### src/bale_pkg.sv
// Types and codes shared by the list engine modules.
package bale_pkg;

    typedef enum logic [3:0] {
        F_INSERT    = 4'd0,
        F_REMOVE    = 4'd1,
        F_READ      = 4'd2,
        F_SEARCH    = 4'd3,
        F_REPLACE   = 4'd4,
        F_SINS_UP   = 4'd5,
        F_SINS_DOWN = 4'd6,
        F_SORT_UP   = 4'd7,
        F_SORT_DOWN = 4'd8,
        F_STATUS    = 4'd9
    } t_func;

    typedef enum logic [2:0] {
        C_HOLD,
        C_ROT,
        C_INS,
        C_DEL,
        C_WR,
        C_SWAP
    } t_cell_op;

    typedef struct packed {
        t_cell_op op;
        logic     up;
        logic     par;
    } t_cell_ctl;

    typedef enum logic [2:0] {
        S_IDLE,
        S_PRE,
        S_MOD,
        S_SORT,
        S_POST,
        S_DONE
    } t_state;

endpackage

### src/bale_if.sv
// Request and response channel interfaces of the list engine.
interface bale_req_if #(
    parameter int CW = 5,
    parameter int DW = 32
);
    logic                 valid;
    logic                 ready;
    logic [3:0]           func;
    logic [CW-1:0]        index;
    logic signed [DW-1:0] value;

    modport source (output valid, func, index, value, input ready);
    modport sink   (input valid, func, index, value, output ready);
endinterface

interface bale_rsp_if #(
    parameter int CW = 5,
    parameter int DW = 32
);
    logic                 valid;
    logic                 ready;
    logic                 ok;
    logic signed [DW-1:0] read_value;
    logic [CW-1:0]        position;
    logic [CW-1:0]        count;
    logic                 is_empty;
    logic                 is_full;
    logic                 sorted_up;
    logic                 sorted_down;

    modport source (output valid, ok, read_value, position, count, is_empty, is_full,
                    sorted_up, sorted_down, input ready);
    modport sink   (input valid, ok, read_value, position, count, is_empty, is_full,
                    sorted_up, sorted_down, output ready);
endinterface

### src/bale_cell.sv
// One list cell: holds one entry and trades it with its neighbours.
module bale_cell #(
    parameter int IDX = 0,
    parameter int CW  = 5,
    parameter int DW  = 32
) (
    input  logic                 i_clk,
    input  bale_pkg::t_cell_ctl  i_ctl,
    input  logic [CW-1:0]        i_pos,
    input  logic [CW-1:0]        i_count,
    input  logic signed [DW-1:0] i_data,
    input  logic signed [DW-1:0] i_left,
    input  logic signed [DW-1:0] i_right,
    output logic signed [DW-1:0] o_data
);
    localparam logic [CW-1:0] L_IDX = CW'(IDX);
    localparam logic [CW-1:0] L_NXT = CW'(IDX + 1);
    localparam logic          L_ODD = ((IDX % 2) == 1);

    logic signed [DW-1:0] r_data;
    logic signed [DW-1:0] n_data;
    logic                 w_lmem;
    logic                 w_rmem;

    // A cell is the left member of a pair when its parity matches the pass,
    // and the right member otherwise; only pairs inside the list take part.
    assign w_lmem = (L_ODD == i_ctl.par) && (L_NXT < i_count);
    assign w_rmem = (IDX >= 1) && (L_ODD != i_ctl.par) && (L_IDX < i_count);

    always_comb begin
        n_data = r_data;
        case (i_ctl.op)
            bale_pkg::C_ROT: n_data = i_right;
            bale_pkg::C_INS: begin
                if (L_IDX > i_pos) begin
                    n_data = i_left;
                end else if (L_IDX == i_pos) begin
                    n_data = i_data;
                end
            end
            bale_pkg::C_DEL: begin
                if (L_IDX >= i_pos) begin
                    n_data = i_right;
                end
            end
            bale_pkg::C_WR: begin
                if (L_IDX == i_pos) begin
                    n_data = i_data;
                end
            end
            bale_pkg::C_SWAP: begin
                if (w_lmem && (i_ctl.up ? (i_right < r_data) : (i_right > r_data))) begin
                    n_data = i_right;
                end else if (w_rmem &&
                             (i_ctl.up ? (r_data < i_left) : (r_data > i_left))) begin
                    n_data = i_left;
                end
            end
            default: n_data = r_data;
        endcase
    end

    always_ff @(posedge i_clk) begin
        r_data <= n_data;
    end

    assign o_data = r_data;
endmodule

### src/bounded_array_list_engine_core.sv
// Top level of the list engine: cell ring and request sequencer.
// Each request rotates the ring of cells once through the head cell before the change
// (search, read, order and sorted-insert position) and once after it (order flags),
// with the S_MOD state applying the change. A sort adds one odd-even exchange pass per
// entry held, and S_SORT leaves the passes once they are done. A new request is taken
// while the previous response still waits in the output register.
module bounded_array_list_engine_core #(
    parameter int CAPACITY   = 16,
    parameter int DATA_WIDTH = 32
) (
    input  logic       i_clk,
    input  logic       i_rst_n,
    bale_req_if.sink   i_req,
    bale_rsp_if.source o_rsp
);
    localparam int CW = $clog2(CAPACITY + 1);
    localparam logic [CW-1:0] L_CAP  = CW'(CAPACITY);
    localparam logic [CW-1:0] L_LAST = CW'(CAPACITY - 1);

    logic signed [DATA_WIDTH-1:0] w_data [CAPACITY];
    bale_pkg::t_cell_ctl          w_ctl;
    logic [CW-1:0]                w_pos;

    bale_pkg::t_state             r_state, n_state;
    bale_pkg::t_func              r_func;
    logic [CW-1:0]                r_idx;
    logic signed [DATA_WIDTH-1:0] r_val;
    logic [CW-1:0]                r_count;
    logic [CW-1:0]                r_k;
    logic [CW-1:0]                r_pass;
    logic                         r_ok;
    logic signed [DATA_WIDTH-1:0] r_rd;
    logic                         r_found;
    logic [CW-1:0]                r_pos;
    logic [CW-1:0]                r_at;
    logic                         r_atf;
    logic                         r_ubad;
    logic                         r_dbad;
    logic signed [DATA_WIDTH-1:0] r_prev;

    logic                         r_ov;
    logic                         r_o_ok;
    logic signed [DATA_WIDTH-1:0] r_o_rd;
    logic [CW-1:0]                r_o_pos;
    logic [CW-1:0]                r_o_count;
    logic                         r_o_ubad;
    logic                         r_o_dbad;

    logic                         w_acc;
    logic                         w_inr;
    logic signed [DATA_WIDTH-1:0] w_head;
    logic [CW-1:0]                w_tgt;
    logic                         w_up;
    logic                         w_sorted_ok;
    logic                         w_mod_ok;
    logic                         w_load;

    genvar gi;
    generate
        for (gi = 0; gi < CAPACITY; gi++) begin : g_cell
            bale_cell #(
                .IDX (gi),
                .CW  (CW),
                .DW  (DATA_WIDTH)
            ) u_cell (
                .i_clk   (i_clk),
                .i_ctl   (w_ctl),
                .i_pos   (w_pos),
                .i_count (r_count),
                .i_data  (r_val),
                .i_left  (w_data[(gi + CAPACITY - 1) % CAPACITY]),
                .i_right (w_data[(gi + 1) % CAPACITY]),
                .o_data  (w_data[gi])
            );
        end
    endgenerate

    assign w_head = w_data[0];
    assign w_inr  = (r_k < r_count);
    assign w_tgt  = (r_idx < r_count) ? r_idx : (r_count - CW'(1));
    assign w_up   = (r_func == bale_pkg::F_SINS_UP) || (r_func == bale_pkg::F_SORT_UP);
    assign w_sorted_ok = !(w_up ? r_ubad : r_dbad) && (r_count < L_CAP);
    assign w_acc  = i_req.valid && i_req.ready;
    assign w_load = (r_state == bale_pkg::S_DONE) && (!r_ov || o_rsp.ready);
    assign i_req.ready = (r_state == bale_pkg::S_IDLE);

    // Outcome of the change step, decided from the state seen by the first scan.
    always_comb begin
        case (r_func)
            bale_pkg::F_INSERT:    w_mod_ok = (r_count < L_CAP) && (r_idx <= r_count);
            bale_pkg::F_REMOVE:    w_mod_ok = (r_idx < r_count);
            bale_pkg::F_READ:      w_mod_ok = (r_count != '0);
            bale_pkg::F_SEARCH:    w_mod_ok = r_found;
            bale_pkg::F_REPLACE:   w_mod_ok = (r_idx < r_count);
            bale_pkg::F_SINS_UP:   w_mod_ok = w_sorted_ok;
            bale_pkg::F_SINS_DOWN: w_mod_ok = w_sorted_ok;
            bale_pkg::F_SORT_UP:   w_mod_ok = 1'b1;
            bale_pkg::F_SORT_DOWN: w_mod_ok = 1'b1;
            bale_pkg::F_STATUS:    w_mod_ok = 1'b1;
            default:               w_mod_ok = 1'b0;
        endcase
    end

    always_comb begin
        n_state   = r_state;
        w_ctl.op  = bale_pkg::C_HOLD;
        w_ctl.up  = w_up;
        w_ctl.par = r_pass[0];
        w_pos     = r_idx;
        case (r_state)
            bale_pkg::S_IDLE: begin
                if (w_acc) begin
                    n_state = bale_pkg::S_PRE;
                end
            end
            bale_pkg::S_PRE: begin
                w_ctl.op = bale_pkg::C_ROT;
                if (r_k == L_LAST) begin
                    n_state = bale_pkg::S_MOD;
                end
            end
            bale_pkg::S_MOD: begin
                n_state = bale_pkg::S_POST;
                case (r_func)
                    bale_pkg::F_INSERT: begin
                        if (w_mod_ok) begin
                            w_ctl.op = bale_pkg::C_INS;
                        end
                    end
                    bale_pkg::F_REMOVE: begin
                        if (w_mod_ok) begin
                            w_ctl.op = bale_pkg::C_DEL;
                        end
                    end
                    bale_pkg::F_REPLACE: begin
                        if (w_mod_ok) begin
                            w_ctl.op = bale_pkg::C_WR;
                        end
                    end
                    bale_pkg::F_SINS_UP, bale_pkg::F_SINS_DOWN: begin
                        w_pos = r_at;
                        if (w_mod_ok) begin
                            w_ctl.op = bale_pkg::C_INS;
                        end
                    end
                    bale_pkg::F_SORT_UP, bale_pkg::F_SORT_DOWN: begin
                        n_state = bale_pkg::S_SORT;
                    end
                    default: w_ctl.op = bale_pkg::C_HOLD;
                endcase
            end
            bale_pkg::S_SORT: begin
                if (r_pass < r_count) begin
                    w_ctl.op = bale_pkg::C_SWAP;
                end else begin
                    n_state = bale_pkg::S_POST;
                end
            end
            bale_pkg::S_POST: begin
                w_ctl.op = bale_pkg::C_ROT;
                if (r_k == L_LAST) begin
                    n_state = bale_pkg::S_DONE;
                end
            end
            bale_pkg::S_DONE: begin
                if (w_load) begin
                    n_state = bale_pkg::S_IDLE;
                end
            end
            default: n_state = bale_pkg::S_IDLE;
        endcase
    end

    always_ff @(posedge i_clk) begin
        if (!i_rst_n) begin
            r_state <= bale_pkg::S_IDLE;
            r_count <= '0;
            r_ov    <= 1'b0;
        end else begin
            r_state <= n_state;
            if (w_load) begin
                r_ov <= 1'b1;
            end else if (o_rsp.ready) begin
                r_ov <= 1'b0;
            end
            if (r_state == bale_pkg::S_MOD && w_mod_ok) begin
                if (r_func == bale_pkg::F_INSERT || r_func == bale_pkg::F_SINS_UP ||
                    r_func == bale_pkg::F_SINS_DOWN) begin
                    r_count <= r_count + CW'(1);
                end else if (r_func == bale_pkg::F_REMOVE) begin
                    r_count <= r_count - CW'(1);
                end
            end
        end
    end

    always_ff @(posedge i_clk) begin
        case (r_state)
            bale_pkg::S_IDLE: begin
                r_func  <= bale_pkg::t_func'(i_req.func);
                r_idx   <= i_req.index;
                r_val   <= i_req.value;
                r_k     <= '0;
                r_pass  <= '0;
                r_rd    <= '0;
                r_found <= 1'b0;
                r_pos   <= r_count;
                r_at    <= r_count;
                r_atf   <= 1'b0;
                r_ubad  <= 1'b0;
                r_dbad  <= 1'b0;
            end
            bale_pkg::S_PRE, bale_pkg::S_POST: begin
                r_k    <= (r_k == L_LAST) ? '0 : (r_k + CW'(1));
                r_prev <= w_head;
                if (w_inr) begin
                    if (r_k != '0) begin
                        if (w_head < r_prev) begin
                            r_ubad <= 1'b1;
                        end
                        if (w_head > r_prev) begin
                            r_dbad <= 1'b1;
                        end
                    end
                    if (r_state == bale_pkg::S_PRE) begin
                        if (r_func == bale_pkg::F_READ && r_k == w_tgt) begin
                            r_rd <= w_head;
                        end
                        if (!r_found && w_head == r_val) begin
                            r_found <= 1'b1;
                            r_pos   <= r_k;
                        end
                        if (!r_atf && (w_up ? (r_val < w_head) : (r_val > w_head))) begin
                            r_atf <= 1'b1;
                            r_at  <= r_k;
                        end
                    end
                end
            end
            bale_pkg::S_MOD: begin
                r_ok   <= w_mod_ok;
                r_ubad <= 1'b0;
                r_dbad <= 1'b0;
                if (r_func != bale_pkg::F_SEARCH) begin
                    r_pos <= '0;
                end
            end
            bale_pkg::S_SORT: begin
                r_pass <= r_pass + CW'(1);
            end
            default: r_k <= r_k;
        endcase
    end

    always_ff @(posedge i_clk) begin
        if (w_load) begin
            r_o_ok    <= r_ok;
            r_o_rd    <= r_rd;
            r_o_pos   <= r_pos;
            r_o_count <= r_count;
            r_o_ubad  <= r_ubad;
            r_o_dbad  <= r_dbad;
        end
    end

    assign o_rsp.valid       = r_ov;
    assign o_rsp.ok          = r_o_ok;
    assign o_rsp.read_value  = r_o_rd;
    assign o_rsp.position    = r_o_pos;
    assign o_rsp.count       = r_o_count;
    assign o_rsp.is_empty    = (r_o_count == '0);
    assign o_rsp.is_full     = (r_o_count == L_CAP);
    assign o_rsp.sorted_up   = !r_o_ubad;
    assign o_rsp.sorted_down = !r_o_dbad;
endmodule

### src/flat_wrapper.sv
// flat-port wrapper written by rule: the top's interface ports become plain ports
module bounded_array_list_engine_core_flat 
#(
    parameter int CAPACITY   = 16,
    parameter int DATA_WIDTH = 32
)
  (i_clk, i_rst_n, i_req_valid, i_req_func, i_req_index, i_req_value, i_req_ready, o_rsp_valid, o_rsp_ok, o_rsp_read_value, o_rsp_position, o_rsp_count, o_rsp_is_empty, o_rsp_is_full, o_rsp_sorted_up, o_rsp_sorted_down, o_rsp_ready);
  bale_req_if #(.CW((5)), .DW((32))) i_req_i ();
  bale_rsp_if #(.CW((5)), .DW((32))) o_rsp_i ();
  input  logic i_clk;
  input  logic i_rst_n;
  input wire logic [$bits(i_req_i.valid)-1:0] i_req_valid;
  input wire logic [$bits(i_req_i.func)-1:0] i_req_func;
  input wire logic [$bits(i_req_i.index)-1:0] i_req_index;
  input wire logic [$bits(i_req_i.value)-1:0] i_req_value;
  output wire logic [$bits(i_req_i.ready)-1:0] i_req_ready;
  output wire logic [$bits(o_rsp_i.valid)-1:0] o_rsp_valid;
  output wire logic [$bits(o_rsp_i.ok)-1:0] o_rsp_ok;
  output wire logic [$bits(o_rsp_i.read_value)-1:0] o_rsp_read_value;
  output wire logic [$bits(o_rsp_i.position)-1:0] o_rsp_position;
  output wire logic [$bits(o_rsp_i.count)-1:0] o_rsp_count;
  output wire logic [$bits(o_rsp_i.is_empty)-1:0] o_rsp_is_empty;
  output wire logic [$bits(o_rsp_i.is_full)-1:0] o_rsp_is_full;
  output wire logic [$bits(o_rsp_i.sorted_up)-1:0] o_rsp_sorted_up;
  output wire logic [$bits(o_rsp_i.sorted_down)-1:0] o_rsp_sorted_down;
  input wire logic [$bits(o_rsp_i.ready)-1:0] o_rsp_ready;
  assign i_req_i.valid = i_req_valid;
  assign i_req_i.func = i_req_func;
  assign i_req_i.index = i_req_index;
  assign i_req_i.value = i_req_value;
  assign i_req_ready = i_req_i.ready;
  assign o_rsp_valid = o_rsp_i.valid;
  assign o_rsp_ok = o_rsp_i.ok;
  assign o_rsp_read_value = o_rsp_i.read_value;
  assign o_rsp_position = o_rsp_i.position;
  assign o_rsp_count = o_rsp_i.count;
  assign o_rsp_is_empty = o_rsp_i.is_empty;
  assign o_rsp_is_full = o_rsp_i.is_full;
  assign o_rsp_sorted_up = o_rsp_i.sorted_up;
  assign o_rsp_sorted_down = o_rsp_i.sorted_down;
  assign o_rsp_i.ready = o_rsp_ready;
  bounded_array_list_engine_core #(.CAPACITY(CAPACITY), .DATA_WIDTH(DATA_WIDTH)) u_core (.i_clk(i_clk), .i_rst_n(i_rst_n), .i_req(i_req_i), .o_rsp(o_rsp_i));
endmodule
### config.mk
export PLATFORM = sky130hd
export DESIGN_NAME = bounded_array_list_engine_core_flat
export DESIGN_NICKNAME = d
export VERILOG_FILES = /design/src/bale_pkg.sv /design/src/bale_if.sv /design/src/bale_cell.sv /design/src/bounded_array_list_engine_core.sv /design/src/flat_wrapper.sv
export SDC_FILE = /design/constraint.sdc
export NUM_CORES = 2
export LEC_CHECK = 0
export ABC_CLOCK_PERIOD_IN_PS = 7400
export BUFFER_PORTS_ARGS = -buffer_cell sky130_fd_sc_hd__buf_4
export CORE_MARGIN = 5
export CORE_UTILIZATION = 45
export CTS_CLUSTER_SIZE = 28
export DETAILED_ROUTE_END_ITERATION = 7
export HOLD_SLACK_MARGIN = 0.1
export MAX_ROUTING_LAYER = met4
export PLACE_DENSITY = 0.59
export SYNTH_ARGS = -nofsm -noshare
export SYNTH_HDL_FRONTEND = slang
export SYNTH_SLANG_ARGS = --single-unit
### constraint.sdc
create_clock -name i_clk -period 7.4 [get_ports i_clk]
set_clock_uncertainty 0.15 [all_clocks]
set_input_delay 0.74 -clock i_clk [delete_from_list [all_inputs] [get_ports i_clk]]
set_output_delay 0.74 -clock i_clk [all_outputs]
set_load 0.005 [all_outputs]
==> results.json <==
{
  "grt_overflow_total": 0,
  "ys_top_cells_by_count": "687 x edfxtp_1, 663 x a21oi_1, 597 x ha_1",
  "coreArea_um2": 125000,
  "antenna_found_initial": 7,
  "antenna_left": 0,
  "leakagePower_nw": 26.6,
  "fin_crit_sh_pct": 73.7,
  "synth-async-reset-ratio_pct": 0,
  "die_w_um": 365,
  "critPathMostFrequentCell": "nand2_1",
  "final_area_um2": 62600,
  "drtIter0Drc": 6757,
  "grt_pass1_wl_mm": 333,
  "seqCellArea_um2": 20800,
  "grt_start_max_net_pins": 105,
  "cts_tree": "yes",
  "clock-sinks": 696,
  "hpwlAfterDp_mm": 159,
  "worstPathRequired_ps": 7580,
  "reg2reg_from": "u_core.r_count[2]",
  "synth_edf_count": 687,
  "num-fill-cells": 11500,
  "wl_mm": 229,
  "nets": 6808,
  "dp_slack_ps": 2140,
  "worst-setup-path-type": "reg2reg",
  "drc_errors": 0,
  "cap_violations": 0,
  "clock_path_buffers": 3,
  "rrSetupSlack_ps": 1950,
  "vias_per_cell": 6.71,
  "clk-insertion-delay-late_ps": 740,
  "drv_slew": 0,
  "cts_root_buf": "clkbuf_16",
  "worstHoldPathType": "in2reg",
  "rr_endpoint": "u_core.g_cell[7].u_cell.o_data[27]",
  "yosysUniqueCellTypes": 87,
  "period_minus_slack_ps": 5450,
  "worstPathMaxFanout": 32,
  "vdd_drop_max_mv": 0.262,
  "grt_pass1_vias": 49500,
  "yosys_warnings": 0,
  "postCtsResizedCells": 0,
  "globalplace.congestion": 0.949,
  "dr.pass1.iters": 6,
  "startpoint": "u_core.r_count[2]",
  "critical-path-max-stage-delay_ps": 860,
  "placed_area_um2": 59400,
  "fmax_mhz": 183,
  "synth_top_area_share_pct": 36.4,
  "status": "finished clean",
  "drive_above_1_share_pct": 8.15,
  "htreeDepth": 3,
  "cts_setup_buffers": 0,
  "final_hold_viol_count": 0,
  "finalSetupViolations": 0,
  "die_h_um": 365,
  "synth-seq-area-share_pct": 36.7,
  "finalPower_w": 0.0306,
  "worst_pin_slew_ps": 1330,
  "grtUsageTotal_pct": 34.2,
  "yosys.area.top_type": "edfxtp_1",
  "start_util_pct": 45.2,
  "cts.clk_slew.worst_paths_ps": 70,
  "rows": 130,
  "dieArea_um2": 133000,
  "ys_ff_latch": 696,
  "drt-wirelength-per-cell_um": 28.9,
  "area_growth_pct": 10.6,
  "yosys.cell_count.top_type": "edfxtp_1",
  "power_per_cell_area_nw_per_um2": 488,
  "cp_cell_sequence": "inv_1, ha_1, a211oi_1, o221ai_1, o2111a_1, nand2_1, nand4_1, buf_4, nand2_1, or4_1, o21ai_0, a21oi_4",
  "synth_cells": 6209,
  "finalSetupTns_ps": 0,
  "rsz0062_at_grt": "no",
  "endpoint": "u_core.g_cell[7].u_cell.o_data[27]",
  "worst_path_max_delay_cell": "a21oi_4",
  "vias": 53000,
  "ioPinCount": 94,
  "syn_area_per_cell_um2": 9.12,
  "synth-main-ff-cell": "edfxtp_1",
  "worstRegToRegCells": 12,
  "numCtsBuffers": 86,
  "cp.arrival_ps": 5630,
  "syn_nets": 6851,
  "syn_area_um2": 56600,
  "finalWorstSetupSlack_ps": 1950,
  "netlist_top_cells_area": "edfxtp_1 36%, ha_1 13%, a21oi_1 5.9%",
  "crit_path_start_kind": "flop",
  "multi_input_area_um2": 32500,
  "portBuffers": 93,
  "max_slew_margin_pct": 10.9,
  "cp-end-kind": "flop"
}
timing repair:
item	4_1_cts	5_1_grt
hold buffers	41	0
setup endpoints to repair	0	0
hold endpoints to repair	41	0
per-layer routing:
layer  up-vias  track usage, %  part of all wire (%)
li1      23400               -                     -
met4         0            17.5                   6.2
met1     25900            43.8                    40
met5         -               -                     0
met2      2941            51.6                    44
met3       720            6.68                   9.8
kinds of logic after synthesis:
family                   Yosys count  share of synthesized area, %
XOR/XNOR                          25                         0.387
adder cells (fa/ha/maj)          597                          13.2
AND/OR/NAND/NOR                 1441                          11.6
AO/OA/AOI/OAI                   2100                          25.0
buffers and inverters           1002                          6.86
multiplexers                     348                          6.24
flip-flops                       696                          36.7
state kept, by name, summed over array words and instances, names as in the netlist, 32 cells and up:
signal	cells
u_core.g_cell.u_cell.o_data	512
u_core.o_rsp.read_value	32
u_core.r_rd	32
u_core.r_val	32
u_core.r_prev	32
cell usage in the layout (no fill, tap or decap), types with 9 or more instances in the layout:
cell type and instances:
a211oi_1 110, a2bb2oi_1 97, a221oi_1 38, mux2i_1 307, o21ai_0 414, a21boi_0 9
edfxtp_1 687, o21ai_1 14, dlygate4sd3_1 41, o21a_1 26, a21o_1 53, xnor2_1 18
clkinv_1 22, and2_1 16, nor2b_1 39, buf_4 253, nor2_1 478, nand3_1 136
nand4_1 103, o31ai_1 42, clkbuf_1 13, nand2b_1 79, nor3_1 37, nand2_1 435
diode_2 12, clkbuf_16 87, and4_1 17, a31oi_1 94, o2bb2a_1 32, a21oi_1 656
mux2_2 37, a221o_1 321, ha_1 597, clkinvlp_4 10, dfxtp_1 9, inv_1 570
o211ai_1 91, nor4_1 25
critical path: cells and delay by family, from the launching register on:
| family | cells | cell delay (ps) |
|---|---|---|
| buf+inv | 2 | 500 |
| fa+ha+maj | 1 | 370 |
| flops | 1 | 600 |
| compound gates | 5 | 2240 |
| simple gates | 4 | 1130 |
layout make-up:
cell class	instances	share of cell area (%)
multi-input combinational	4511	51.8
sequential	696	33.2
timing repair buffer	295	3.72
clock buffer	100	3.55
inverter	576	3.45
tap	1650	3.30
clock inverter	58	0.873
antenna	12	0.0480
power breakdown:
group,internal (W),total (W),switching (W)
clock,0.00242,0.00433,0.00191
combinational,0.00590,0.0150,0.00906
sequential,0.00742,0.0113,0.00385
metrics by stage:
stage	hold WS, ps	util (%)	std cells
after detailed placement	255	47.4	7687
after global placement	254	47.4	7687
after floorplan	250	-	6209
final	171	49.9	7898
after global routing	151	49.9	7896
after CTS	121	49.9	7886
how the worst min path moves through the flow:
stage	startpoint	to	slack [ps]	cells after the start
floorplan	u_core.r_ok	u_core.o_rsp.ok	250	0
detailed placement	u_core.r_rd[11]	u_core.o_rsp.read_value[11]	250	0
global route	i_rst_n	u_core.o_rsp.valid	150	2
finish	i_rst_n	u_core.o_rsp.valid	170	2
CTS	i_rst_n	u_core.o_rsp.valid	120	2
global placement	u_core.r_rd[4]	u_core.o_rsp.read_value[4]	250	0
No activity file was read; power rests on OpenSTA's default activity.
